$ cat src/sv/tedet_pkg.sv
// shared types and codes for the text encoding detector
`default_nettype none

package tedet_pkg;

    localparam int unsigned BYTE_W = 8;
    localparam int unsigned ENC_W  = 3;
    localparam int unsigned POS_W  = 3;
    localparam int unsigned LEAD_W = 32;

    // encoding codes
    localparam logic [ENC_W-1:0] ENC_ASCII   = 3'd0;
    localparam logic [ENC_W-1:0] ENC_ANSI    = 3'd1;
    localparam logic [ENC_W-1:0] ENC_UTF8    = 3'd2;
    localparam logic [ENC_W-1:0] ENC_UTF16LE = 3'd3;
    localparam logic [ENC_W-1:0] ENC_UTF32LE = 3'd4;
    localparam logic [ENC_W-1:0] ENC_UTF7    = 3'd5;

    // byte order mark bytes
    localparam logic [BYTE_W-1:0] BOM8_B0  = 8'hEF;
    localparam logic [BYTE_W-1:0] BOM8_B1  = 8'hBB;
    localparam logic [BYTE_W-1:0] BOM8_B2  = 8'hBF;
    localparam logic [BYTE_W-1:0] BOM16_B0 = 8'hFF;
    localparam logic [BYTE_W-1:0] BOM16_B1 = 8'hFE;
    localparam logic [BYTE_W-1:0] BOM7_B0  = 8'h2B;
    localparam logic [BYTE_W-1:0] BOM7_B1  = 8'h2F;
    localparam logic [BYTE_W-1:0] BOM7_B2  = 8'h76;

    // facts about the buffer including the byte just taken
    typedef struct packed {
        logic [POS_W-1:0]  pos;        // position of the byte just taken, 4..7 wrap
        logic [LEAD_W-1:0] lead;       // first four bytes, byte i at bits 8i+7:8i
        logic [1:0]        zero_words; // aligned zero 16-bit words, saturating
        logic              wide;       // some aligned 32-bit word above 0x1FFFFF
        logic [1:0]        nuls;       // NUL bytes outside tails, saturating
        logic              non_ascii;  // some byte with bit 7 set
        logic              utf8_ok;    // valid UTF-8 with no truncated tail
    } tedet_facts_t;

endpackage

`default_nettype wire

$ cat src/sv/tedet_scan.sv
// per-byte state tracking: position, leading bytes, word checks, UTF-8 validity
`default_nettype none

module tedet_scan (
    input  wire logic                          aclk,
    input  wire logic                          aresetn,
    input  wire logic                          accept,
    input  wire logic [tedet_pkg::BYTE_W-1:0]  data_byte,
    input  wire logic                          last_byte,
    output tedet_pkg::tedet_facts_t            facts
);
    import tedet_pkg::*;

    logic [POS_W-1:0]  pos_reg, pos_next;
    logic [LEAD_W-1:0] lead_reg, lead_next;
    logic [23:0]       word_reg, word_next;
    logic [1:0]        tails_reg, tails_next;
    logic              valid_reg, valid_next;
    logic [1:0]        nul_reg, nul_next;
    logic              na_reg, na_next;
    logic [1:0]        zw_reg, zw_next;
    logic              wide_reg, wide_next;

    logic [1:0]        phase;
    logic [BYTE_W-1:0] prev_byte;

    assign phase     = pos_reg[1:0];
    assign prev_byte = phase[1] ? word_reg[23:16] : word_reg[7:0];

    // leading bytes, aligned word checks and position
    always_comb begin
        lead_next = lead_reg;
        if (pos_reg < 3'd4) begin
            lead_next[pos_reg[1:0]*BYTE_W +: BYTE_W] = data_byte;
        end
        zw_next   = zw_reg;
        wide_next = wide_reg;
        word_next = word_reg;
        if (phase[0] && prev_byte == '0 && data_byte == '0 && zw_reg < 2'd2) begin
            zw_next = zw_reg + 2'd1;
        end
        if (phase == 2'd3) begin
            if (data_byte != '0 || word_reg[23:21] != 3'b000) begin
                wide_next = 1'b1;
            end
            word_next = '0;
        end else begin
            word_next[phase*BYTE_W +: BYTE_W] = data_byte;
        end
        pos_next = (pos_reg == 3'd7) ? 3'd4 : pos_reg + 3'd1;
    end

    // utf-8 sequence tracking and nul count
    always_comb begin
        tails_next = tails_reg;
        valid_next = valid_reg;
        nul_next   = nul_reg;
        na_next    = na_reg;
        if (tails_reg != 2'd0) begin
            if (data_byte[7]) begin
                na_next = 1'b1;
            end
            if (data_byte[7:6] != 2'b10) begin
                valid_next = 1'b0;
                tails_next = 2'd0;
            end else begin
                tails_next = tails_reg - 2'd1;
            end
        end else if (data_byte == '0) begin
            if (nul_reg < 2'd2) begin
                nul_next = nul_reg + 2'd1;
            end
        end else if (data_byte[7]) begin
            na_next = 1'b1;
            if (valid_reg) begin
                if (!data_byte[6]) begin
                    valid_next = 1'b0;
                end else if (!data_byte[5]) begin
                    tails_next = 2'd1;
                    if (data_byte[7:1] == 7'h60) begin
                        valid_next = 1'b0;
                    end
                end else if (!data_byte[4]) begin
                    tails_next = 2'd2;
                end else if (!data_byte[3]) begin
                    tails_next = 2'd3;
                    if (data_byte >= 8'hF5) begin
                        valid_next = 1'b0;
                    end
                end else begin
                    valid_next = 1'b0;
                end
            end
        end
    end

    // facts after this byte
    always_comb begin
        facts.pos        = pos_reg;
        facts.lead       = lead_next;
        facts.zero_words = zw_next;
        facts.wide       = wide_next;
        facts.nuls       = nul_next;
        facts.non_ascii  = na_next;
        facts.utf8_ok    = valid_next && (tails_next == 2'd0);
    end

    // state registers, cleared after the final byte
    always_ff @(posedge aclk) begin
        if (!aresetn || (accept && last_byte)) begin
            pos_reg   <= '0;
            lead_reg  <= '0;
            word_reg  <= '0;
            tails_reg <= '0;
            valid_reg <= 1'b1;
            nul_reg   <= '0;
            na_reg    <= 1'b0;
            zw_reg    <= '0;
            wide_reg  <= 1'b0;
        end else if (accept) begin
            pos_reg   <= pos_next;
            lead_reg  <= lead_next;
            word_reg  <= word_next;
            tails_reg <= tails_next;
            valid_reg <= valid_next;
            nul_reg   <= nul_next;
            na_reg    <= na_next;
            zw_reg    <= zw_next;
            wide_reg  <= wide_next;
        end
    end

endmodule

`default_nettype wire

$ cat src/sv/tedet_classify.sv
// encoding decision from byte order mark and gathered buffer facts
`default_nettype none

module tedet_classify (
    input  wire tedet_pkg::tedet_facts_t      facts,
    output logic [tedet_pkg::ENC_W-1:0]       encoding
);
    import tedet_pkg::*;

    logic [BYTE_W-1:0] b0, b1, b2, b3;
    logic              len_ge2, len_ge3, len_ge4, len_ge5;

    assign b0 = facts.lead[7:0];
    assign b1 = facts.lead[15:8];
    assign b2 = facts.lead[23:16];
    assign b3 = facts.lead[31:24];

    // length of the buffer is position plus one
    assign len_ge2 = facts.pos >= 3'd1;
    assign len_ge3 = facts.pos >= 3'd2;
    assign len_ge4 = facts.pos >= 3'd3;
    assign len_ge5 = facts.pos[2];

    // priority: marks first, then statistics
    always_comb begin
        if (len_ge3 && b0 == BOM8_B0 && b1 == BOM8_B1 && b2 == BOM8_B2) begin
            encoding = ENC_UTF8;
        end else if (len_ge4 && b0 == BOM16_B0 && b1 == BOM16_B1 &&
                     b2 == '0 && b3 == '0) begin
            encoding = ENC_UTF32LE;
        end else if (len_ge2 && b0 == BOM16_B0 && b1 == BOM16_B1) begin
            encoding = ENC_UTF16LE;
        end else if (len_ge5 && b0 == BOM7_B0 && b1 == BOM7_B1 && b2 == BOM7_B2) begin
            encoding = ENC_UTF7;
        end else if (facts.zero_words[1] && !facts.wide) begin
            encoding = ENC_UTF32LE;
        end else if (facts.nuls[1]) begin
            encoding = ENC_UTF16LE;
        end else if (facts.non_ascii && facts.utf8_ok) begin
            encoding = ENC_UTF8;
        end else if (facts.non_ascii) begin
            encoding = ENC_ANSI;
        end else begin
            encoding = ENC_ASCII;
        end
    end

endmodule

`default_nettype wire

$ cat src/sv/text_encoding_detector_unit.sv
// top level of the text encoding detector: byte stream in, one encoding code per buffer out
//
//  channel  | ports                        | contents
//  ---------+------------------------------+---------------------------------------
//  input    | s_tvalid s_tready s_tdata    | tdata[7:0] data_byte, tlast last_byte
//           | s_tlast                      |
//  result   | m_tvalid m_tready m_tdata    | tdata[2:0] encoding, tdata[7:3] zero
//
// One byte is taken per cycle while s_tready is high; its state update and
// the decision run in the same cycle between the state registers and the
// output register. The code for a buffer appears in the output register in
// the cycle after its final byte is taken. A waiting result stalls all input:
// s_tready is low in every cycle in which a result is held and m_tready is low.
// aresetn is synchronous, active low, and clears all buffer state.
`default_nettype none

module text_encoding_detector_unit (
    input  wire logic        aclk,
    input  wire logic        aresetn,
    input  wire logic        s_tvalid,
    output logic             s_tready,
    input  wire logic [7:0]  s_tdata,   // [7:0] data_byte
    input  wire logic        s_tlast,   // last_byte
    output logic             m_tvalid,
    input  wire logic        m_tready,
    output logic [7:0]       m_tdata    // [2:0] encoding, [7:3] zero
);
    import tedet_pkg::*;

    tedet_facts_t       facts;
    logic [ENC_W-1:0]   code;
    logic               s_xfer;
    logic               out_valid_reg, out_valid_next;
    logic [ENC_W-1:0]   out_code_reg;

    assign s_tready = !out_valid_reg || m_tready;
    assign s_xfer   = s_tvalid && s_tready;

    tedet_scan u_scan (
        .aclk      (aclk),
        .aresetn   (aresetn),
        .accept    (s_xfer),
        .data_byte (s_tdata),
        .last_byte (s_tlast),
        .facts     (facts)
    );

    tedet_classify u_classify (
        .facts    (facts),
        .encoding (code)
    );

    // output register handshake
    always_comb begin
        out_valid_next = out_valid_reg;
        if (s_xfer && s_tlast) begin
            out_valid_next = 1'b1;
        end else if (m_tready) begin
            out_valid_next = 1'b0;
        end
    end

    always_ff @(posedge aclk) begin
        if (!aresetn) begin
            out_valid_reg <= 1'b0;
        end else begin
            out_valid_reg <= out_valid_next;
        end
    end

    // result payload
    always_ff @(posedge aclk) begin
        if (s_xfer && s_tlast) begin
            out_code_reg <= code;
        end
    end

    assign m_tvalid = out_valid_reg;
    assign m_tdata  = {{(8 - ENC_W){1'b0}}, out_code_reg};

`ifndef NO_ASSERTIONS
    a_last_gives_result: assert property (@(posedge aclk) disable iff (!aresetn)
        (s_xfer && s_tlast) |=> m_tvalid)
        else $error("final byte transfer produced no result");

    a_no_spurious_result: assert property (@(posedge aclk) disable iff (!aresetn)
        (!(s_xfer && s_tlast) && (!m_tvalid || m_tready)) |=> !m_tvalid)
        else $error("result appeared without a final byte");

    a_code_range: assert property (@(posedge aclk) disable iff (!aresetn)
        m_tvalid |-> (m_tdata[2:0] <= ENC_UTF7))
        else $error("encoding code out of range");

    a_code_held: assert property (@(posedge aclk) disable iff (!aresetn)
        (m_tvalid && !m_tready) |=> (m_tvalid && $stable(m_tdata)))
        else $error("stalled result changed");
`endif

endmodule

`default_nettype wire

$ cat config.mk
export PLATFORM = sky130hd
export DESIGN_NAME = text_encoding_detector_unit
export DESIGN_NICKNAME = d
export VERILOG_FILES = /design/src/sv/tedet_pkg.sv /design/src/sv/tedet_scan.sv /design/src/sv/tedet_classify.sv /design/src/sv/text_encoding_detector_unit.sv
export SDC_FILE = /design/constraint.sdc
export NUM_CORES = 1
export LEC_CHECK = 0
export BUFFER_PORTS_ARGS = -buffer_cell sky130_fd_sc_hd__buf_2
export CELL_PAD_IN_SITES_DETAIL_PLACEMENT = 2
export CELL_PAD_IN_SITES_GLOBAL_PLACEMENT = 2
export CORE_MARGIN = 2
export CORE_UTILIZATION = 38
export DETAILED_ROUTE_END_ITERATION = 6
export PLACE_DENSITY = 0.81
export SYNTH_ARGS = -nofsm -noshare
export SYNTH_HDL_FRONTEND = slang
export SYNTH_HIERARCHICAL = 1
export SYNTH_SLANG_ARGS = --single-unit
export TNS_END_PERCENT = 10
$ cat constraint.sdc
create_clock -name aclk -period 3.85 [get_ports aclk]
set_clock_uncertainty 0.1 [all_clocks]
set_input_delay 0.77 -clock aclk [delete_from_list [all_inputs] [get_ports aclk]]
set_output_delay 0.77 -clock aclk [all_outputs]
set_load 0.02 [all_outputs]
# Word-level counts from Yosys, hierarchy flattened
# Index checks and enable logic that the tools add are counted.
dict set report totals {
  regBits 72
  in_bits 13
  output_inout_bits 10
}
dict set report classes {
  add_sub_neg 5
  order_cmp 7
  n_eq_ne 12
  shifts 4
  muxes 44
  bitwise_logic 1
  n_reduce_logical 38
}
# op count
set ops {}
lappend ops {{$eq 8x8->1 const B} 5}
lappend ops {{$neg 5->34} 1}
lappend ops {{$shift 8x34->24 const A} 1}
lappend ops {{$shift 8x34->32 const A} 1}
lappend ops {{$shiftx 8x34->24} 1}
lappend ops {{$shiftx 8x34->32} 1}
lappend ops {{$bwmux 32} 1}
lappend ops {{$logic_not 8->1} 4}
lappend ops {{$mux 32} 1}
lappend ops {{$mux 2} 13}
lappend ops {{$bwmux 24} 1}
lappend ops {{$mux 24} 1}
lappend ops {{$mux 3} 7}
lappend ops {{$logic_and 1x1->1} 20}
lappend ops {{$mux 1} 19}
lappend ops {{$eq 8x6->1 const B} 2}
lappend ops {{$eq 8x7->1 const B} 1}
lappend ops {{$ge 8x8->1 const B} 1}
lappend ops {{$mux 8} 1}
lappend ops {{$reduce_bool 8->1} 1}
lappend ops {{$eq 7x7->1 const B} 1}
lappend ops {{$ge 3x2->1 const B} 2}
lappend ops {{$add 2x1->2 const B} 2}
lappend ops {{$lt 2x2->1 const B} 2}
lappend ops {{16 further kinds} 21}

# Longest topological paths before layout
# Gate-level depths: netlist (run 1).
dict set report logic_depth {
  word_depth 18
  mapped_depth 11
}

# Hierarchy
# Netlist (run 1), hierarchy kept.
# mod n_inst cells_each area_per_inst_um2 seq_area_each_um2
set by_module_without_submodules {}
lappend by_module_without_submodules {tedet_scan 1 342 2981.6 1201.2}
lappend by_module_without_submodules {tedet_classify 1 40 319.1 0.0}
lappend by_module_without_submodules {text_encoding_detector_unit 1 15 202.7 110.1}

# Worst setup path after synthesis (run 1)
# No wires, ideal clock.
dict set report synth_path {
  path_type {flip-flop to flip-flop}
  startpoint {reg u_scan.pos_reg[1]}
  endpoint {reg out_code_reg[2] (data pin)}
  setup_ps 254
  arrival_ps 2543
  slack_ps 953
  stages_incl_launch_ff 10
  n_path_buf 1
  synth_period_minus_slack_ps 2897
  cell_sequence {dfxtp_1 inv_1 ha_1 nor4_2 clkbuf_1 a22o_1 and3b_1 o311a_1 o21ai_0 a21o_1}
}
# element line_no
set synth_rtl {}
lappend synth_rtl {{from (decl)} tedet_scan.sv:14} ;# logic [POS_W-1:0] pos_reg, pos_next;
lappend synth_rtl {{from (signal assigned)} tedet_scan.sv:121} ;# pos_reg <= pos_next;
lappend synth_rtl {{to (signal assigned)} text_encoding_detector_unit.sv:74} ;# out_code_reg <= code;
lappend synth_rtl {{to (decl)} text_encoding_detector_unit.sv:34} ;# logic [ENC_W-1:0] out_code_reg;

==> run metrics, run 1 <==
routed wire length 11,520 um; drt first pass iters 4; Util after Layout 42.41%; Syn Area/Cell 8.848 sq um; IO Count 23; DR iter-0 viols 160; largest stage delay on the critical path 570 ps; worst hold path type reg2reg; RSZ-0062 raised after global routing false; Worst Tran Pin Value 915.3 ps; Fmax 0.3005 GHz; Post-CTS Setup Repair Bufs 0; Final Wtd Congestion 0.8586; Die Area 9931 sq um; Die W 99.66 um; Hold Buf Count CTS 0; Clock Pin Slew Worst Setup and Hold Paths 70 ps; pwr dens 389.0 nW/um^2; CTS tree done; crit-path cells inv_1 > ha_1 > nand3b_1 > nor2_1 > a22o_1 > nor3b_2 > nand4_1 > o211ai_1 > a21oi_1; via total after detailed routing 3,129; HPWL Detailed 7494 um; Area Growth Syn to Fin 7.413%; Final Cycle Share 86.45%; Arr. time, crit path 3320 ps; clk sinks 64; max-cap viol count 0; IO Port Bufs 17; number of CTS-inserted buffers 9; synthesized area 3477 sq um; crit path capture type flop; initial antenna violation count 0; layout cell share with drive strength beyond 1 16.54%; Final #Nets 410; row cnt 34; CORE AREA 8806 sq um; endpoints failing hold 0; Die Span Y 99.66 um; clock buffer depth 2; vias in the first global route 3,324; max-slew violations 0; DR DRC count 0; Mapped Cells 393; crit path max-delay cell type dfxtp_1; worst hold margin 354.9 ps; CTS Root Buffer Type clkbuf_8; Req. time, crit path 3840 ps; first-pass GRT wire length 18,600 um; initial cell density of the core 39.49%; post-CTS resize count 0; H-tree Lvls 3; Critical Path Fanout Max 11; final setup vio count 0; clk_lat worst skew 350 ps; GRT overflow 0; status finished, final reports clean; Leakage 0.001433 uW; nature of the critical path startpoint flop; Max VDD drop 162.7 uV; final setup TNS 0 ps; Antenna diodes 0; yosys warns 6; Slew headroom 38.51%; routed len/inst 22.98 um; Total Routing Usage GR 24.33%; Routed Antenna Nets 0; DR vias/cell 6.246; minimum clock period 3328 ps; largest net degree at the start of global routing 50; critical path type reg2reg; max FFs per register 32
## worst max-delay path, delay by kind of cell, from the launching register on
kind	cells	cell delay [ps]
AND/OR/NAND/NOR	4	1130
AO/OA/AOI/OAI	3	640
flip-flops	1	570
adder cells (fa/ha/maj)	1	450
buffers and inverters	1	180
## per-stage QoR
| step | power [uW] | setup slack (ps) | cell area [sq um] | cells |
|---|---|---|---|---|
| floorplan | 871.0 | 953.2 | 3492 | 397 |
| global placement | 924.9 | 744.9 | 3563 | 486 |
| detailed placement | 935.3 | 651.2 | 3563 | 486 |
| CTS | 1471 | 577.6 | 3735 | 501 |
| global route | 1529 | 352.1 | 3735 | 501 |
| finish | 1453 | 521.9 | 3735 | 501 |
## path summary, 6_finish.rpt
path / depth (start not counted) / to / slack [ps] / start
worst max-delay path: 9 / out_code_reg[1] / 520 / u_scan/pos_reg[1]
worst min-delay path: 2 / u_scan/word_reg[20] / 350 / u_scan/word_reg[20]
worst max register to register: 9 / out_code_reg[1] / 520 / u_scan/pos_reg[1]
worst min register to register: 2 / u_scan/word_reg[20] / 350 / u_scan/word_reg[20]
## layout by cell type, fill, tap and decap left out, types with 5 or more instances in the layout
| master | instances |
|---|---|
| nand2b_1 | 6 |
| buf_2 | 17 |
| nand3_1 | 10 |
| clkbuf_8 | 11 |
| o21ai_0 | 9 |
| a21oi_1 | 17 |
| nand4_1 | 6 |
| a22oi_1 | 15 |
| a32oi_1 | 16 |
| ha_1 | 8 |
| or2_2 | 5 |
| a22o_1 | 40 |
| nor3_1 | 6 |
| dfxtp_1 | 61 |
| inv_1 | 9 |
| buf_4 | 5 |
| conb_1 | 5 |
| nor4_2 | 5 |
| nor2_1 | 46 |
| nand2_1 | 22 |
## final cells by class
cell class	count	area [sq um]
clock buffers	12	155.1
clock inverters	3	16.27
fillers	976	5071
inverters	9	33.78
multi-input cells	283	1961
flip-flops and latches	64	1311
well taps	108	135.1
repair buffers	22	122.6
## routing by layer
| metal | share of wire [%] | routed length [um] | vias up | GRT usage [%] |
|---|---|---|---|---|
| li1 | - | - | 1455 | - |
| met1 | 44 | 5045 | 1596 | 30.64 |
| met2 | 50 | 5806 | 63 | 41.74 |
| met3 | 4.1 | 477 | 15 | 4.849 |
| met4 | 1.6 | 186 | 0 | 8.008 |
| met5 | 0 | 0 | - | 0 |
## where the power goes
group	switching (uW)	leakage (uW)	internal [uW]	total, uW
sequential	11.4	0.000521	682	694
combinational	160	0.000819	70.2	231
clock	265	0.0000926	264	528
total	436	0.00143	1020	1450
No activity file was read; power rests on OpenSTA's default activity.
==> inputs of run 2 (changes only) <==
- CORE_UTILIZATION: 38 -> 36
- PLACE_DENSITY: 0.81 -> 0.79
- SYNTH_HIERARCHICAL: 1 -> not set
==> run 2 against run 1 <==
Non-clock buffer count grew 3. Sequential share of layout area grew 0.65 points. Clock-buffer cell count shrank 3. Final cell count grew 5.8%. Wire length shrank 4.8%. Flip-flop and latch count is the same.
==> run metrics, run 2 <==
Netlist cell types 64; number of CTS-inserted buffers 9 (unchanged); max-slew violations 0 (unchanged); Final Wtd Congestion 0.7948 (was 0.8586); Mapped Cells 408 (was 393); EDFF count, synth 3; Yosys reg bits 64; Area Growth Syn to Fin 10.23% (was 7.413%); Die Area 10,030 sq um (was 9931 sq um); Place WS 718.5 ps (was 651.2 ps); Final #Nets 433 (was 410); first-pass GRT wire length 17,950 um (was 18,600 um); Util after Layout 40.26% (was 42.41%); DR DRC count 0 (unchanged); crit path capture type flop (unchanged); Syn Area/Cell 8.154 sq um (was 8.848 sq um); share of power burned in registers 46.7% (was 47.8%); Total Routing Usage GR 23.17% (was 24.33%); Synth top area share 36.71%; Sw Share 29.58% (was 30.04%); yosys warns 0 (was 6); Placed Instance Area 3471 sq um (was 3563 sq um); HPWL Detailed 7505 um (was 7494 um); commonest cells after routing, fill and taps aside 61 x dfxtp_1, 45 x nor2_1, 41 x nand2_1 (was 61 x dfxtp_1, 46 x nor2_1, 40 x a22o_1); max-cap viol count 0 (unchanged); pwr dens 406.8 nW/um^2 (was 389.0 nW/um^2); Leakage 0.001370 uW (was 0.001433 uW); worst reg2reg setup slack 750 ps (was 520 ps); clk sinks 64 (unchanged); max FFs per register 32 (unchanged); Die Span Y 100.1 um (was 99.66 um); Post-CTS Setup Repair Bufs 0 (unchanged); Synth area leaders dfxtp_1 37%, a21oi_1 5.9%, nor2_1 5.1%, nand2_1 4.7%, nand3_1 3.9%; H-tree Lvls 3 (unchanged); layout cell share with drive strength beyond 1 13.37% (was 16.54%); Critical Path Fanout Max 11 (unchanged); Max VDD drop 187.3 uV (was 162.7 uV); initial cell density of the core 36.52% (was 39.49%); fin worst setup slack 753.7 ps (was 521.9 ps); Fmax 0.3230 GHz (was 0.3005 GHz); via total after detailed routing 3,141 (was 3,129); Internal 1051 uW (was 1016 uW); routed wire length 10,970 um (was 11,520 um); Antenna diodes 0 (unchanged); critical path type reg2reg (unchanged); clock share of power 39.1% (was 36.4%); ys flop type dfxtp_1; area occupied by multi-input gates 1853 sq um (was 1961 sq um); combinational share of power 14.2% (was 15.9%); Hold Buf Count CTS 0 (unchanged); R2R cell count 8 (was 9); CTS Root Buffer Type clkbuf_8 (unchanged); synth cell count leaders 61 x dfxtp_1, 45 x nor2_1, 42 x nand2_1, 39 x a21oi_1, 26 x nand3_1; Design Area, Final 3667 sq um (was 3735 sq um); Psw 441.2 uW (was 436.4 uW); drt first pass iters 4 (unchanged); clk_lat worst skew 350 ps (about the same); sequential cell area 1311 sq um (unchanged); CORE AREA 9109 sq um (was 8806 sq um); nature of the critical path startpoint flop (unchanged); RSZ-0062 raised after global routing false (unchanged); Arr. time, crit path 3110 ps (was 3320 ps); fill count 1,062 (was 976); minimum clock period 3096 ps (was 3328 ps); endpoints failing hold 0 (unchanged); CTS tree done (unchanged); count leader, synth dfxtp_1; Worst Tran Pin Value 683.2 ps (was 915.3 ps); asr flop ratio synth 0%; IO Port Bufs 17 (unchanged); DR iter-0 viols 89 (was 160); Hold Startpoint u_scan.word_reg[3] (was u_scan/word_reg[20]); post-CTS resize count 0 (unchanged); initial antenna violation count 0 (unchanged); vias in the first global route 3,365 (was 3,324); status finished, final reports clean (unchanged); dominant cell type by area after synthesis dfxtp_1; Req. time, crit path 3860 ps (was 3840 ps); DR vias/cell 5.926 (was 6.246); Hold Crit Endpoint u_scan.word_reg[3] (was u_scan/word_reg[20]); Cells after DPL 514 (was 486); IO Count 23 (unchanged); Routed Antenna Nets 0 (unchanged); largest net degree at the start of global routing 27 (was 50); row cnt 35 (was 34); FF-to-FF End out_code_reg[2] (was out_code_reg[1]); Slew headroom 54.14% (was 38.51%); most common cell after layout, fill and taps aside dfxtp_1 (unchanged); clock buffer depth 2 (unchanged); final setup TNS 0 ps (unchanged); hold depth 2 (unchanged); synthesized area 3327 sq um (was 3477 sq um); routed len/inst 20.69 um (was 22.98 um); Finished Layout Cells 530 (was 501); Clock Pin Slew Worst Setup and Hold Paths 80 ps (was 70 ps); reg2reg start u_scan.pos_reg[1] (was u_scan/pos_reg[1]); worst hold path type reg2reg (unchanged); GRT overflow 0 (unchanged); Final Cycle Share 80.42% (was 86.45%); Die W 100.1 um (was 99.66 um); sequential share of the synthesized area 39.41%; final setup vio count 0 (unchanged)
run 2: routing by layer:
layer / GRT usage (%) / part of all wire [%]
met5: 0 / 0
met4: 6.428 / 1.5
met3: 3.969 / 2.7
met2: 39.29 / 48
met1: 30.42 / 48
run 2: power by group through the flow:
stage | Clock (uW) | Sequential (uW) | Combinational (uW)
3_3_place_gp | 0 | 711 | 203
6_report | 584 | 697 | 211
2_1_floorplan | 0 | 712 | 143
3_5_place_dp | 0 | 712 | 209
5_1_grt | 630 | 699 | 234
4_1_cts | 602 | 696 | 211
run 2: area by class of cell:
| class | instances | share of cell area (%) |
|---|---|---|
| multi-input cells | 308 | 50.53 |
| flip-flops and latches | 64 | 35.76 |
| repair buffers | 25 | 3.958 |
| well taps | 111 | 3.787 |
| clock buffers | 9 | 3.378 |
| clock inverters | 7 | 1.979 |
| inverters | 6 | 0.6141 |
run 2: worst max-delay path by stage:
stage,start,endpoint,slack [ps],depth (start not counted)
floorplan,u_scan.pos_reg[0],out_code_reg[2],980,10
CTS,u_scan.pos_reg[1],out_code_reg[2],750,8
global placement,s_tdata[7],out_code_reg[0],820,7
global route,u_scan.pos_reg[1],out_code_reg[2],510,8
detailed placement,s_tdata[7],out_code_reg[0],720,7
finish,u_scan.pos_reg[1],out_code_reg[2],750,8
run 2: worst max-delay path: stages (launching register included):
cell,delay (ps)
dfxtp_1,530
inv_1,120
ha_1,530
and3b_1,350
nand4_1,140
a211oi_1,410
nor4b_1,410
a21oi_1,80
o21a_1,190
run 2: logic make-up after synthesis:
group / count (synthesis) / synth area share (%)
AO/OA/AOI/OAI: 100 / 19.82
other: 1 / 0.1127
flip-flops: 64 / 39.41
multiplexers: 3 / 0.9778
buffers and inverters: 40 / 5.415
AND/OR/NAND/NOR: 192 / 31.48
adder cells (fa/ha/maj): 6 / 2.256
XOR/XNOR: 2 / 0.5266
run 2: through the flow:
step,power (uW),hold WS (ps)
CTS,1509,353.6
global placement,914.2,335.1
global route,1563,382.3
finish,1492,350.5
floorplan,854.8,326.4
detailed placement,921.4,343.1
==> inputs of run 3 (changes only) <==
- ABC_AREA: not set -> 1
- CORE_UTILIZATION: 36 -> 33
- PLACE_DENSITY: 0.79 -> 0.8
- clock period: 3.85 -> 3.2 ns (I/O delays scaled with it)
==> run 3 against run 2 <==
Final area rose by 18%. Critical path type unchanged. Register-to-register slack got worse by 500 ps. Final cell count rose by 45%. Power rose by 55%. Combinational power rose by 130%. Sequential power rose by 25%.
==> run metrics, run 3 <==
most frequent CP cell nand2_1; max-cap viol count 0 (unchanged); critical path type reg2reg (unchanged); Fmax 0.3399 GHz (was 0.3230 GHz); commonest cells after routing, fill and taps aside 123 x nand2_1, 106 x nor2_1, 94 x inv_1 (was 61 x dfxtp_1, 45 x nor2_1, 41 x nand2_1); status finished, final reports clean (unchanged); Routed Antenna Nets 0 (unchanged); endpoints failing hold 0 (unchanged); Slew headroom 38.96% (was 54.14%); layout cell share with drive strength beyond 1 8.599% (was 13.37%); Mapped Cells 607 (was 408); clk sinks 64 (unchanged); nature of the critical path startpoint flop (unchanged); vias in the first global route 4,371 (was 3,365); max-slew violations 0 (unchanged); worst hold margin 352.7 ps (was 350.5 ps); Cells after DPL 749 (was 514); Die Area 12,350 sq um (was 10,030 sq um); pwr dens 535.9 nW/um^2 (was 406.8 nW/um^2); minimum clock period 2942 ps (was 3096 ps); DR DRC count 0 (unchanged); crit-path cells inv_1 > ha_1 > nor2_4 > buf_4 > nand2_1 > nand2_1 > nand2_1 > nor2_1 > nand2_1 > nor3_1 > nand3_1 > a21boi_1 (was inv_1 > ha_1 > and3b_1 > nand4_1 > a211oi_1 > nor4b_1 > a21oi_1 > o21a_1); asr flop ratio synth 0% (unchanged); Die Span Y 111.1 um (was 100.1 um); H-tree Lvls 3 (unchanged); Antenna diodes 0 (unchanged); CTS tree done (unchanged); clock buffer depth 2 (unchanged); IO Port Bufs 17 (unchanged); Area Growth Syn to Fin 13.91% (was 10.23%); Finished Layout Cells 771 (was 530); crit path capture type flop (unchanged); largest net degree at the start of global routing 44 (was 27); EDFF count, synth 3 (unchanged); Place WS 233.3 ps (was 718.5 ps); routed len/inst 18.24 um (was 20.69 um); worst hold path type reg2reg (unchanged); count leader, synth nand2_1 (was dfxtp_1); number of CTS-inserted buffers 9 (unchanged); crit path max-delay cell type dfxtp_1 (unchanged); Yosys reg bits 64 (unchanged); Clock Pin Slew Worst Setup and Hold Paths 50 ps (was 80 ps); Max VDD drop 245.6 uV (was 187.3 uV); synthesized area 3786 sq um (was 3327 sq um); Die W 111.1 um (was 100.1 um); largest stage delay on the critical path 450 ps (was 530 ps); synth cell count leaders 123 x nand2_1, 106 x nor2_1, 95 x inv_1, 61 x dfxtp_1, 50 x o21ai_0 (was 61 x dfxtp_1, 45 x nor2_1, 42 x nand2_1, 39 x a21oi_1, 26 x nand3_1); clk_lat worst skew 350 ps (about the same); routed wire length 14,060 um (was 10,970 um); Netlist cell types 32 (was 64); Synth area leaders dfxtp_1 32%, nand2_1 12%, nor2_1 11%, inv_1 9.4%, o21ai_0 6.6% (was dfxtp_1 37%, a21oi_1 5.9%, nor2_1 5.1%, nand2_1 4.7%, nand3_1 3.9%); Req. time, crit path 3190 ps (was 3860 ps); Worst Tran Pin Value 908.6 ps (was 683.2 ps); GRT overflow 0 (unchanged); final setup TNS 0 ps (unchanged); CTS Root Buffer Type clkbuf_16 (was clkbuf_8); Final #Nets 642 (was 433); Hold Buf Count CTS 0 (unchanged); CORE AREA 11,320 sq um (was 9109 sq um); via total after detailed routing 4,061 (was 3,141); HPWL Detailed 10,130 um (was 7505 um); Final Cycle Share 91.93% (was 80.42%); drt first pass iters 4 (unchanged); final setup vio count 0 (unchanged); row cnt 39 (was 35); fin worst setup slack 258.3 ps (was 753.7 ps); ys flop type dfxtp_1 (unchanged); initial cell density of the core 33.44% (was 36.52%); Critical Path Fanout Max 7 (was 11); IO Count 23 (unchanged); sequential share of the synthesized area 34.63% (was 39.41%); DR iter-0 viols 136 (was 89); Syn Area/Cell 6.237 sq um (was 8.154 sq um); Final Wtd Congestion 0.8514 (was 0.7948); yosys warns 0 (unchanged); Leakage 0.002029 uW (was 0.001370 uW); Total Routing Usage GR 23.71% (was 23.17%); initial antenna violation count 0 (unchanged); Arr. time, crit path 2930 ps (was 3110 ps); first-pass GRT wire length 22,910 um (was 17,950 um); max FFs per register 32 (unchanged); Synth top area share 32.25% (was 36.71%); most common cell after layout, fill and taps aside nand2_1 (was dfxtp_1); dominant cell type by area after synthesis dfxtp_1 (unchanged); DR vias/cell 5.267 (was 5.926); RSZ-0062 raised after global routing false (unchanged)
[run 3: cell count changes in the layout (fill, tap and decap cells not counted), sizes merged, moves of 6 or more]
cell	before	now
o211ai	1	7
a22oi	15	4
nand2	42	125
nand2b	9	0
nand3	26	32
inv	6	96
o21ai	11	54
and3	9	0
nor2	46	109
or4	7	0
[run 3: worst max-delay path: cells and delay by family, from the launching register on]
family / cells / cell delay, ps
and+or+nand+nor: 8 / 1170
DFF: 1 / 450
adders and majority gates: 1 / 440
buffers and inverters: 2 / 360
AOI/OAI and AO/OA: 1 / 160
[run 3: metrics by stage]
stage	area, sq um	power [uW]	util [%]
after floorplan	3801	1204	-
after global placement	3966	1313	35.04
after global routing	4313	2442	38.10
final	4313	2311	38.10
after detailed placement	3966	1340	35.04
after CTS	4252	2297	37.56
[run 3: cell families (layout without fill, tap and decap cells)]
| family | Yosys count | in the layout | synth area share [%] |
|---|---|---|---|
| and+or+nand+nor | 284 | 284 | 30.83 |
| DFF | 64 | 64 | 34.63 |
| adders and majority gates | 6 | 6 | 1.983 |
| AOI/OAI and AO/OA | 128 | 128 | 18.84 |
| other | 1 | 5 | 0.09905 |
| buffers and inverters | 124 | 141 | 13.62 |
[run 3: per-layer routing]
metal | wire length [um] | vias up | GRT usage (%) | share of wire (%)
li1 | - | 1965 | - | -
met1 | 6306 | 2004 | 29.80 | 45
met2 | 6870 | 66 | 40.20 | 49
met3 | 494 | 26 | 4.483 | 3.5
met4 | 392 | 0 | 9.300 | 2.8
met5 | 0 | - | 0 | 0
[run 3: final cells by class]
| type | count | area, sq um |
|---|---|---|
| fill | 1411 | 7008 |
| clock inverter | 3 | 15.01 |
| clock buffer | 13 | 270.3 |
| multi-input combinational | 423 | 1974 |
| timing repair buffer | 28 | 192.7 |
| tap | 143 | 178.9 |
| sequential | 64 | 1311 |
| inverter | 97 | 370.4 |
[run 3: power breakdown]
| group | internal, uW | switching, uW | total [uW] |
|---|---|---|---|
| Combinational | 145 | 348 | 492 |
| Sequential | 847 | 21.2 | 868 |
| Clock | 583 | 367 | 951 |
[run 3: timing repair]
action / CTS / global route
endpoints found under the hold margin: 0 / 0
setup buffers: 0 / 6
resized for setup: 0 / 2
setup endpoints to repair: 0 / 3
[run 3: worst paths after layout]
kind	from	end	slack, ps	depth (start not counted)
min	u_scan.zw_reg[0]	u_scan.zw_reg[0]	350	2
max reg2reg	u_scan.pos_reg[1]	out_code_reg[2]	260	12
min reg2reg	u_scan.zw_reg[0]	u_scan.zw_reg[0]	350	2
max	u_scan.pos_reg[1]	out_code_reg[2]	260	12
